==> src/design/sfl_pkg.sv <==
// sfl_pkg: shared types and constants for the slot allocator free list
// used by the controller, the datapath and the top level
`default_nettype none

package sfl_pkg;

    localparam int SLOTS   = 256;
    localparam int SLOT_W  = 8;
    localparam int COUNT_W = 9;

    typedef enum logic [1:0] {
        REQ_ALLOC = 2'd0,
        REQ_FREE  = 2'd1,
        REQ_CHECK = 2'd2
    } t_req;

    typedef enum logic [1:0] {
        ST_OK   = 2'd0,
        ST_FULL = 2'd1,
        ST_BAD  = 2'd2
    } t_status;

    typedef enum logic {
        S_IDLE = 1'b0,
        S_EXEC = 1'b1
    } t_state;

    // controller to datapath
    typedef struct packed {
        logic load;     // capture request, start link read at the head
        logic exec;     // apply request and fill the result register
    } t_sfl_cmd;

    // datapath to controller
    typedef struct packed {
        logic out_blocked;  // result register full and not taken this cycle
    } t_sfl_stat;

endpackage

`default_nettype wire

==> src/design/sfl_ram.sv <==
// sfl_ram: generic single write port, single read port ram, registered read
// no dependencies
`default_nettype none

module sfl_ram #(
    parameter int WIDTH = 8,
    parameter int DEPTH = 256
) (
    input  wire logic                     i_clk,
    input  wire logic                     i_wr_en,
    input  wire logic [$clog2(DEPTH)-1:0] i_wr_addr,
    input  wire logic [WIDTH-1:0]         i_wr_data,
    input  wire logic                     i_rd_en,
    input  wire logic [$clog2(DEPTH)-1:0] i_rd_addr,
    output logic      [WIDTH-1:0]         o_rd_data
);

    logic [WIDTH-1:0] r_mem [DEPTH];

    always_ff @(posedge i_clk) begin
        if (i_wr_en) begin
            r_mem[i_wr_addr] <= i_wr_data;
        end
        if (i_rd_en) begin
            o_rd_data <= r_mem[i_rd_addr];
        end
    end

endmodule

`default_nettype wire

==> src/design/sfl_ctrl.sv <==
// sfl_ctrl: two state controller sequencing request capture and execution
// depends on sfl_pkg
`default_nettype none

module sfl_ctrl
    import sfl_pkg::*;
(
    input  wire logic      i_clk,
    input  wire logic      i_rst_n,
    input  wire logic      i_valid,
    input  wire t_sfl_stat i_stat,
    output logic           o_stall,
    output t_sfl_cmd       o_cmd
);

    t_state r_state;
    t_state n_state;

    always_ff @(posedge i_clk) begin
        if (!i_rst_n) begin
            r_state <= S_IDLE;
        end else begin
            r_state <= n_state;
        end
    end

    always_comb begin
        n_state = r_state;
        unique case (r_state)
            S_IDLE: begin
                if (i_valid) begin
                    n_state = S_EXEC;
                end
            end
            S_EXEC: begin
                if (!i_stat.out_blocked) begin
                    n_state = S_IDLE;
                end
            end
            default: n_state = S_IDLE;
        endcase
    end

    always_comb begin
        o_stall    = 1'b1;
        o_cmd.load = 1'b0;
        o_cmd.exec = 1'b0;
        unique case (r_state)
            S_IDLE: begin
                o_stall    = 1'b0;
                o_cmd.load = i_valid;
            end
            S_EXEC: begin
                o_cmd.exec = !i_stat.out_blocked;
            end
            default: o_stall = 1'b1;
        endcase
    end

endmodule

`default_nettype wire

==> src/design/sfl_dp.sv <==
// sfl_dp: free list datapath: head, high-water mark, live count, freed marks,
// link ram and result register; depends on sfl_pkg and sfl_ram
`default_nettype none

module sfl_dp
    import sfl_pkg::*;
(
    input  wire logic              i_clk,
    input  wire logic              i_rst_n,
    input  wire t_sfl_cmd          i_cmd,
    output t_sfl_stat              o_stat,
    input  wire logic [1:0]        i_req_type,
    input  wire logic [SLOT_W-1:0] i_slot_id,
    output logic                   o_valid,
    input  wire logic              i_stall,
    output logic [SLOT_W-1:0]      o_granted_slot,
    output logic [1:0]             o_status,
    output logic [COUNT_W-1:0]     o_live_count
);

    logic [1:0]         r_req;
    logic [SLOT_W-1:0]  r_slot;
    logic [COUNT_W-1:0] r_hw,   n_hw;
    logic [COUNT_W-1:0] r_head, n_head;
    logic [COUNT_W-1:0] r_live, n_live;
    logic [SLOTS-1:0]   r_freed, n_freed;
    logic               r_ovalid;
    logic [SLOT_W-1:0]  r_ogrant, n_ogrant;
    t_status            r_ostatus, n_ostatus;
    logic [COUNT_W-1:0] r_olive;

    logic [SLOT_W-1:0]  link_rd;
    logic               link_wr_en;
    logic               slot_live;

    sfl_ram #(
        .WIDTH (SLOT_W),
        .DEPTH (SLOTS)
    ) u_link_ram (
        .i_clk     (i_clk),
        .i_wr_en   (link_wr_en),
        .i_wr_addr (r_slot),
        .i_wr_data (r_head[SLOT_W-1:0]),
        .i_rd_en   (i_cmd.load),
        .i_rd_addr (r_head[SLOT_W-1:0]),
        .o_rd_data (link_rd)
    );

    assign slot_live = ({1'b0, r_slot} < r_hw) && !r_freed[r_slot];

    always_comb begin
        n_hw       = r_hw;
        n_head     = r_head;
        n_live     = r_live;
        n_freed    = r_freed;
        n_ogrant   = '0;
        n_ostatus  = ST_BAD;
        link_wr_en = 1'b0;
        case (r_req)
            REQ_ALLOC: begin
                if (r_live >= COUNT_W'(SLOTS)) begin
                    n_ostatus = ST_FULL;
                end else if (r_head < COUNT_W'(SLOTS)) begin
                    // fresh slot at the mark, otherwise pop the stored link
                    if (r_head == r_hw) begin
                        n_hw   = r_hw + 1'b1;
                        n_head = r_head + 1'b1;
                    end else begin
                        n_head = {1'b0, link_rd};
                    end
                    n_freed[r_head[SLOT_W-1:0]] = 1'b0;
                    n_live    = r_live + 1'b1;
                    n_ogrant  = r_head[SLOT_W-1:0];
                    n_ostatus = ST_OK;
                end
            end
            REQ_FREE: begin
                // stub slot never freed
                if (r_slot != '0 && slot_live) begin
                    link_wr_en      = i_cmd.exec;
                    n_head          = {1'b0, r_slot};
                    n_freed[r_slot] = 1'b1;
                    n_live          = r_live - 1'b1;
                    n_ostatus       = ST_OK;
                end
            end
            REQ_CHECK: begin
                n_ostatus = slot_live ? ST_OK : ST_BAD;
            end
            default: n_ostatus = ST_BAD;
        endcase
    end

    always_ff @(posedge i_clk) begin
        if (!i_rst_n) begin
            r_hw     <= COUNT_W'(1);
            r_head   <= COUNT_W'(1);
            r_live   <= COUNT_W'(1);
            r_freed  <= '0;
            r_ovalid <= 1'b0;
        end else begin
            if (i_cmd.exec) begin
                r_hw     <= n_hw;
                r_head   <= n_head;
                r_live   <= n_live;
                r_freed  <= n_freed;
                r_ovalid <= 1'b1;
            end else if (!i_stall) begin
                r_ovalid <= 1'b0;
            end
        end
    end

    always_ff @(posedge i_clk) begin
        if (i_cmd.load) begin
            r_req  <= i_req_type;
            r_slot <= i_slot_id;
        end
        if (i_cmd.exec) begin
            r_ogrant  <= n_ogrant;
            r_ostatus <= n_ostatus;
            r_olive   <= n_live;
        end
    end

    assign o_stat.out_blocked = r_ovalid && i_stall;

    assign o_valid        = r_ovalid;
    assign o_granted_slot = r_ogrant;
    assign o_status       = r_ostatus;
    assign o_live_count   = r_olive;

endmodule

`default_nettype wire

==> src/design/slot_allocator_free_list.sv <==
// slot_allocator_free_list: top level joining controller and datapath
// depends on sfl_pkg, sfl_ctrl, sfl_dp
//
//   channel   direction  handshake           fields
//   request   in         i_valid / o_stall   i_req_type, i_slot_id
//   result    out        o_valid / i_stall   o_granted_slot, o_status, o_live_count
//
// each request is handled as a capture with the link ram read at the head,
// then the update using the registered read data
// one request is in flight at a time; the next is taken once the previous is applied
// reset is synchronous; all slots start free with only the stub live, no clearing pass
// a result waiting in the output register does not block capture of the next request,
// only its execution
`default_nettype none

module slot_allocator_free_list
    import sfl_pkg::*;
(
    input  wire logic               i_clk,
    input  wire logic               i_rst_n,
    input  wire logic               i_valid,
    output logic                    o_stall,
    input  wire logic [1:0]         i_req_type,
    input  wire logic [SLOT_W-1:0]  i_slot_id,
    output logic                    o_valid,
    input  wire logic               i_stall,
    output logic [SLOT_W-1:0]       o_granted_slot,
    output logic [1:0]              o_status,
    output logic [COUNT_W-1:0]      o_live_count
);

    t_sfl_cmd  cmd;
    t_sfl_stat stat;

    sfl_ctrl u_ctrl (
        .i_clk   (i_clk),
        .i_rst_n (i_rst_n),
        .i_valid (i_valid),
        .i_stat  (stat),
        .o_stall (o_stall),
        .o_cmd   (cmd)
    );

    sfl_dp u_dp (
        .i_clk          (i_clk),
        .i_rst_n        (i_rst_n),
        .i_cmd          (cmd),
        .o_stat         (stat),
        .i_req_type     (i_req_type),
        .i_slot_id      (i_slot_id),
        .o_valid        (o_valid),
        .i_stall        (i_stall),
        .o_granted_slot (o_granted_slot),
        .o_status       (o_status),
        .o_live_count   (o_live_count)
    );

`ifndef SYNTHESIS
    a_busy_after_transfer: assert property (@(posedge i_clk) disable iff (!i_rst_n)
        (i_valid && !o_stall) |=> o_stall)
        else $error("request taken while previous still executing");

    a_grant_only_ok: assert property (@(posedge i_clk) disable iff (!i_rst_n)
        (o_valid && o_granted_slot != '0) |-> (o_status == ST_OK))
        else $error("slot granted with non-ok status");

    a_live_nonzero: assert property (@(posedge i_clk) disable iff (!i_rst_n)
        o_valid |-> (o_live_count != '0))
        else $error("live count lost the stub slot");

    a_exec_gives_result: assert property (@(posedge i_clk) disable iff (!i_rst_n)
        cmd.exec |=> o_valid)
        else $error("executed request produced no result");
`endif

endmodule

`default_nettype wire
==> config.mk <==
export PLATFORM = sky130hd
export DESIGN_NAME = slot_allocator_free_list
export DESIGN_NICKNAME = d
export VERILOG_FILES = /design/src/design/sfl_pkg.sv /design/src/design/sfl_ram.sv /design/src/design/sfl_ctrl.sv /design/src/design/sfl_dp.sv /design/src/design/slot_allocator_free_list.sv
export SDC_FILE = /design/constraint.sdc
export NUM_CORES = 2
export LEC_CHECK = 0
export ABC_AREA = 1
export BUFFER_PORTS_ARGS = -buffer_cell sky130_fd_sc_hd__buf_2
export CAP_MARGIN = 20
export CORE_MARGIN = 2
export CORE_UTILIZATION = 36
export DETAILED_ROUTE_END_ITERATION = 7
export GPL_TIMING_DRIVEN = 1
export SETUP_SLACK_MARGIN = 0.05
export SYNTH_ARGS = -nofsm -noshare
export SYNTH_HDL_FRONTEND = slang
export SYNTH_SLANG_ARGS = --single-unit
==> constraint.sdc <==
create_clock -name i_clk -period 5.9 [get_ports i_clk]
set_input_delay 1.18 -clock i_clk [delete_from_list [all_inputs] [get_ports i_clk]]
set_output_delay 1.18 -clock i_clk [all_outputs]
set_load 0.1 [all_outputs]
## Word-level counts from Yosys, hierarchy flattened

Memories as Yosys holds them, arrays and structs flattened. A register that Yosys moved wholly into a read port is not among the register bits.
Cells that the tools add are included.

- Flip-flop bits (word level): 314
- Latch bits: 0
- RAM bits: 2,048
- ROM bits: 0
- Bits of input ports: 14
- Output and inout bits: 21
- Word-level logic and storage cells: 86
- Memories kept: 1

- Add/sub/neg operators: 4
- Multipliers: 0
- Divide/modulo/power cells: 0
- Order comparisons: 7
- Equal/unequal tests: 7
- Shift-type cells: 0
- Mux-type cells: 36
- Bitwise gates (word level): 7
- Reduce and logical (&&, ||, !) cells: 13

Memories:

| name | depth | bits a word | read ports | clocked after memory_dff | write ports | RTL line | source |
|---|---|---|---|---|---|---|---|
| u_dp.u_link_ram.r_mem | 256 | 8 | 1 | 1 | 1 | sfl_ram.sv:18 | `logic [WIDTH-1:0] r_mem [DEPTH];` |

Operators with widths:

| cell | number |
|---|---|
| $mux W256 | 3 |
| $pmux W256 S2 | 1 |
| $and A256 B256 Y256 | 1 |
| $not A256 Y256 | 1 |
| $or A256 B256 Y256 | 1 |
| $mux W9 | 7 |
| $pmux W9 S2 | 2 |
| $add A9 B1 Y9 const B | 3 |
| $lt A8 B9 Y1 const B | 2 |
| $demux W1 S8 | 2 |
| $ge A8 B1 Y1 const B | 2 |
| $mux W1 | 14 |
| $reduce_and A5 Y1 | 2 |
| $eq A9 B9 Y1 | 1 |
| $ge A9 B9 Y1 const B | 1 |
| $lt A8 B9 Y1 | 1 |
| $lt A9 B9 Y1 const B | 1 |
| $sub A9 B1 Y9 const B | 1 |
| $bmux W1 S8 | 1 |
| $mux W2 | 4 |
| $reduce_bool A8 Y1 | 1 |
| $ne A2 B1 Y1 const B | 3 |
| $pmux W2 S3 | 1 |
| $logic_and A1 B1 Y1 | 5 |
| other kinds (9) | 13 |

## Longest topological paths before layout

- Word-level depth: 9
- Depth in mapped cells: 25
- Mapped depth without buffers: 21

## Cells and area by module

From an unflattened synthesis, not the netlist that was laid out.

- Cells, all modules: 10,425
- Area, all modules: 103,543.1 µm²

By module, submodules not included:

| module | instances | cells an instance | area each (µm²) | sequential area each (µm²) |
|---|---|---|---|---|
| sfl_ram | 1 | 7,003 | 83,476.3 | 61,739.2 |
| sfl_dp | 1 | 3,413 | 20,014.2 | 6,556.3 |
| sfl_ctrl | 1 | 9 | 52.6 | 20.0 |

## Worst setup path before layout

No wires, ideal clock.

- Path type: register to register
- Start point: register u_dp.r_head[4]
- End point: register u_dp.r_freed[85]
- Library setup time: 0.132 ns
- Arrival: 5.790 ns
- Required time: 5.768 ns
- Path slack: -0.022 ns
- Cell stages (with the launch flop): 11
- Path buffers: 1
- Period minus slack after synthesis: 5.922 ns
- Path through: dfxtp_1 > inv_1 > nor2_1 > clkinv_1 > nor2_1 > inv_1 > clkbuf_1 > o21ai_0 > o21ai_0 > nand2_1 > a21oi_1

- Cells in the longest elaborated chain, start to end: 9
- Elaborated cells on any way between the ends: 13
- Classes of those cells: 3 x order compare; 1 x eq/ne; 5 x mux; 2 x bitwise; 2 x reduce/logical

Ends and longest elaborated chain:

| item | RTL line | source |
|---|---|---|
| start: declaration | sfl_dp.sv:24 | `logic [COUNT_W-1:0] r_head, n_head;` |
| start signal: assignment | sfl_dp.sv:104 | `r_head <= n_head;` |
| $lt A8 B9 Y1 (not written as such) / $ge A8 B1 Y1 (equally long branches) | sfl_dp.sv:71 | `n_freed[r_head[SLOT_W-1:0]] = 1'b0;` |
| $logic_and A1 B1 Y1 (not written as such) | sfl_dp.sv:71 |  |
| $mux W1 (not written as such) | sfl_dp.sv:71 |  |
| $demux W1 S8 | -- |  |
| $not A256 Y256 (no source line) | -- |  |
| $and A256 B256 Y256 (no source line) | -- |  |
| $mux W256 | sfl_dp.sv:63 | `end else if (r_head < COUNT_W'(SLOTS)) begin` |
| $mux W256 | sfl_dp.sv:61 | `if (r_live >= COUNT_W'(SLOTS)) begin` |
| $pmux W256 S2 | sfl_dp.sv:59 | `case (r_req)` |
| end signal: assignment | sfl_dp.sv:106 | `r_freed <= n_freed;` |
| end: declaration | sfl_dp.sv:26 | `logic [SLOTS-1:0] r_freed, n_freed;` |

Parallel ways exist; a longest one is shown, timed or not. The select of a mux whose other input is x is not followed.
A chain may end at the register's enable or synchronous reset.

## Worst setup path in the final report

- Start point: register u_dp.r_slot[0]
- End point: memory u_dp.u_link_ram.r_mem[90][5], enable pin

- Cells in the longest elaborated chain, start to end: 9
- Elaborated cells on any way between the ends: 11
- Classes of those cells: 1 x order compare; 6 x mux; 4 x reduce/logical

Ends and longest elaborated chain:

| item | RTL line | source |
|---|---|---|
| start: declaration | sfl_dp.sv:22 | `logic [SLOT_W-1:0] r_slot;` |
| start signal: assignment | sfl_dp.sv:117 | `r_slot <= i_slot_id;` |
| $bmux W1 S8 | sfl_dp.sv:49 | `assign slot_live = ({1'b0, r_slot} < r_hw) && !r_freed[r_slot];` |
| $mux W1 (not written as such) | sfl_dp.sv:49 |  |
| $logic_not A1 Y1 | sfl_dp.sv:49 |  |
| $logic_and A1 B1 Y1 | sfl_dp.sv:49 |  |
| $logic_and A1 B1 Y1 | sfl_dp.sv:79 | `if (r_slot != '0 && slot_live) begin` |
| $mux W1 | sfl_dp.sv:79 |  |
| $mux W1 | sfl_dp.sv:59 |  |
| $mux W1 | sfl_ram.sv:21 | `if (i_wr_en) begin` |
| $mux W1 (not written as such) | sfl_ram.sv:22 | `r_mem[i_wr_addr] <= i_wr_data;` |
| end: declaration | sfl_ram.sv:18 |  |

Parallel ways exist; a longest one is shown, timed or not. The select of a mux whose other input is x is not followed.

==> impl_metrics.json <==
{
  "startpoint": "u_dp.r_slot[0]$_DFFE_PP_",
  "synthFlopType": "edfxtp_1",
  "hpwl_um": 191000,
  "r2r_setup_slack_ns": 0.83,
  "synth_top_area_cell": "edfxtp_1",
  "slew_headroom_pct": 13.8,
  "cts.sinks": 2370,
  "multi_input_area_sq_um": 27900,
  "placed_area_sq_um": 104000,
  "area_delta_synth_final_pct": 12.8,
  "finalNonFillerCells": 13000,
  "synth.distinct_cells": 44,
  "synth_top_area_share_pct": 62.7,
  "dieHeight_um": 531,
  "r2r_start": "u_dp.r_slot[0]$_DFFE_PP_",
  "setup.worst_path.start_class": "flip-flop",
  "min_period_ns": 5.07,
  "worst_slew_pin_slew_ns": 1.29,
  "yosysSeqAreaShare_pct": 68.4,
  "leakage_nw": 35.4,
  "slew_violations": 0,
  "avgSynthCellArea_sq_um": 10.8,
  "fin_tns_setup_ns": 0,
  "pwr_density_cell_nw_per_um2": 328,
  "grt_first_pass_wirelength_um": 474000,
  "globalplace.congestion": 0.923,
  "yosysWarnings": 0,
  "cts.clk_slew.worst_paths_ns": 0.06,
  "post-place-cells": 12500,
  "core_area_sq_um": 276000,
  "maxCapViolCount": 0,
  "skew_ns": 0.0543,
  "ant_nets": 0,
  "fillers": 26100,
  "die_w_um": 531,
  "finish.utilization_pct": 40.8,
  "final_common_cell": "edfxtp_1",
  "hold_class": "input pin to flip-flop",
  "final_cell_mix": "edfxtp_1 (2085), o21ai_0 (1662), nand2_1 (1449), nor2_1 (1165), o22ai_1 (515)",
  "p_total_mw": 36.9,
  "hold_depth": 1,
  "cts_tree": "yes",
  "start_util_pct": 36.1,
  "fmax_ghz": 0.197,
  "r2r_cells": 18,
  "drcViolationCount": 0,
  "critPathMaxFanout": 99,
  "netlist_area_sq_um": 99900,
  "routedWlPerCell_um": 25.3,
  "vdd_drop_max_mv": 0.249,
  "fin_nets": 9124,
  "outcome": "complete, no violations",
  "grt_max_degree": 200,
  "drtIter0Drc": 11100,
  "rsz0062_at_grt": "no",
  "cp-endpoint": "u_dp.u_link_ram.r_mem[90][5]$_DFFE_PP_",
  "cts_setup_buffers": 0,
  "htree_num_levels": 4,
  "async_reset_ff_share_pct": 0,
  "vias": 75600,
  "cp.arrival_ns": 5.57,
  "endpoint_kind": "flip-flop",
  "io_buffers": 34,
  "rows": 193,
  "setup_viol": 0,
  "clockBufferDepth": 3,
  "fin_area_sq_um": 113000,
  "cts_resized": 0,
  "required_ns": 6.40,
  "synth_edf_count": 2085,
  "grt.total_usage_pct": 22.5,
  "avgViaCountPerCell": 5.81,
  "finalWirelength_um": 329000,
  "seq_area_sq_um": 68300,
  "path_class": "flip-flop to flip-flop",
  "antenna_found_initial": 16,
  "syn_inst": 9235,
  "first_pass_iters": 8,
  "root_buffer": "clkbuf_16",
  "dieArea_sq_um": 282000,
  "hold_buffers": 0,
  "r2r_end": "u_dp.u_link_ram.r_mem[90][5]$_DFFE_PP_",
  "hold_viol": 0,
  "io_pins": 35,
  "ys_ff_latch": 2370,
  "clock_latency_ns": 0.92,
  "cts_buffers": 233,
  "final_layout_size_suffix_gt1_share_pct": 7.86,
  "first_global_vias": 70400,
  "finalCritPeriodShare_pct": 86.0,
  "synth_area_leaders": "edfxtp_1 (63%), o21ai_0 (8.3%), dfxtp_1 (5.7%), nand2_1 (5.4%), nor2_1 (4.5%)",
  "overflow": 0
}
## worst max-delay path: stages, from the launching register on
cell and delay [ns]:
edfxtp_1 0.52, buf_4 0.24, inv_2 0.49, nor2_1 0.12, nand2_1 0.09, nand4_1 0.09, nand2_1 0.08, nand2_1 0.05
nor2_1 0.11, nor2_1 0.05, nor2_1 0.18, nand2_1 0.08, nand2_1 0.07, nand3_1 0.08, nor2_2 0.45, nand4_1 0.26
buf_12 0.28, buf_12 0.30, nor3_1 0.94
## registers in the layout (all words and copies together), names as in the netlist
signal	cells
u_dp.u_link_ram.r_mem	2048
u_dp.r_freed	256
u_dp.o_live_count	9
u_dp.r_head	9
u_dp.r_hw	9
u_dp.r_live	9
u_dp.o_granted_slot	8
u_dp.r_slot	8
u_dp.u_link_ram.o_rd_data	8
u_dp.o_status	2
u_dp.r_req	2
u_ctrl.r_state	1
u_dp.o_valid	1
## worst min-delay path by stage
stage	to	startpoint
2_1_floorplan	u_dp.r_freed[104]$_SDFFE_PN0P_	u_dp.r_freed[104]$_SDFFE_PN0P_
3_3_place_gp	u_dp.r_freed[78]$_SDFFE_PN0P_	u_dp.r_freed[78]$_SDFFE_PN0P_
3_5_place_dp	u_dp.r_freed[250]$_SDFFE_PN0P_	u_dp.r_freed[250]$_SDFFE_PN0P_
4_1_cts	u_dp.r_slot[5]$_DFFE_PP_	i_slot_id[5]
5_1_grt	u_dp.r_slot[5]$_DFFE_PP_	i_slot_id[5]
6_report	u_dp.r_slot[5]$_DFFE_PP_	i_slot_id[5]
## stage by stage
stage / hold slack, ns / worst slack [ns]
after floorplan: 0.440 / 0.134
after global placement: 0.449 / 1.13
after detailed placement: 0.461 / 0.984
after CTS: 0.417 / 0.972
after global routing: 0.440 / 0.636
final: 0.466 / 0.828
## report_power, final
| part | internal, mW | switching (mW) | total [mW] |
|---|---|---|---|
| clock | 8.97 | 6.67 | 15.6 |
| sequential | 18.3 | 0.0977 | 18.4 |
| combinational | 0.587 | 2.28 | 2.87 |
| total | 27.9 | 9.05 | 36.9 |
## layer usage
metal	GRT usage, %	share of wire [%]	wire length (um)	vias up
li1	-	-	-	33100
met1	30.9	40	132000	37200
met2	34.4	44	146000	4586
met3	4.65	11	36100	747
met4	9.61	4.6	15000	12
met5	0	0.024	78	-
## Yosys cell counts (2+ instances only)
cell type	instances
a21oi_1	475
nand3_1	141
inv_2	6
clkbuf_1	587
a22oi_1	7
buf_4	20
a31oi_1	5
nor3_1	261
a221oi_1	27
dfxtp_1	285
o21ai_0	1662
ha_1	14
a211oi_1	2
buf_1	28
o221ai_1	9
o211ai_1	7
and2_1	2
nand4_1	53
buf_2	54
clkinv_1	4
buf_6	13
nor2_1	1188
inv_1	218
nor4_1	6
a41oi_1	47
a22o_1	35
xor2_1	16
o22ai_1	515
edfxtp_1	2085
nand2_1	1449
## area by class of cell
type                       instances  share of cell area, %
clock buffer                     288                   5.48
tap                             3705                   4.11
antenna                            3                0.00666
clock inverter                   150                   1.69
multi-input combinational       5942                   24.8
sequential                      2370                   60.7
inverter                         228                  0.791
timing repair buffer             321                   2.47
## logic make-up after synthesis
group	after synthesis	share of synthesized area (%)
xor+xnor	16	0.140
flops	2370	68.4
other cells	1	0.00376
compound gates	2796	15.2
buf+inv	930	3.74
fa+ha+maj	14	0.175
simple gates	3108	12.4
Power figures use the tool's default switching activity.
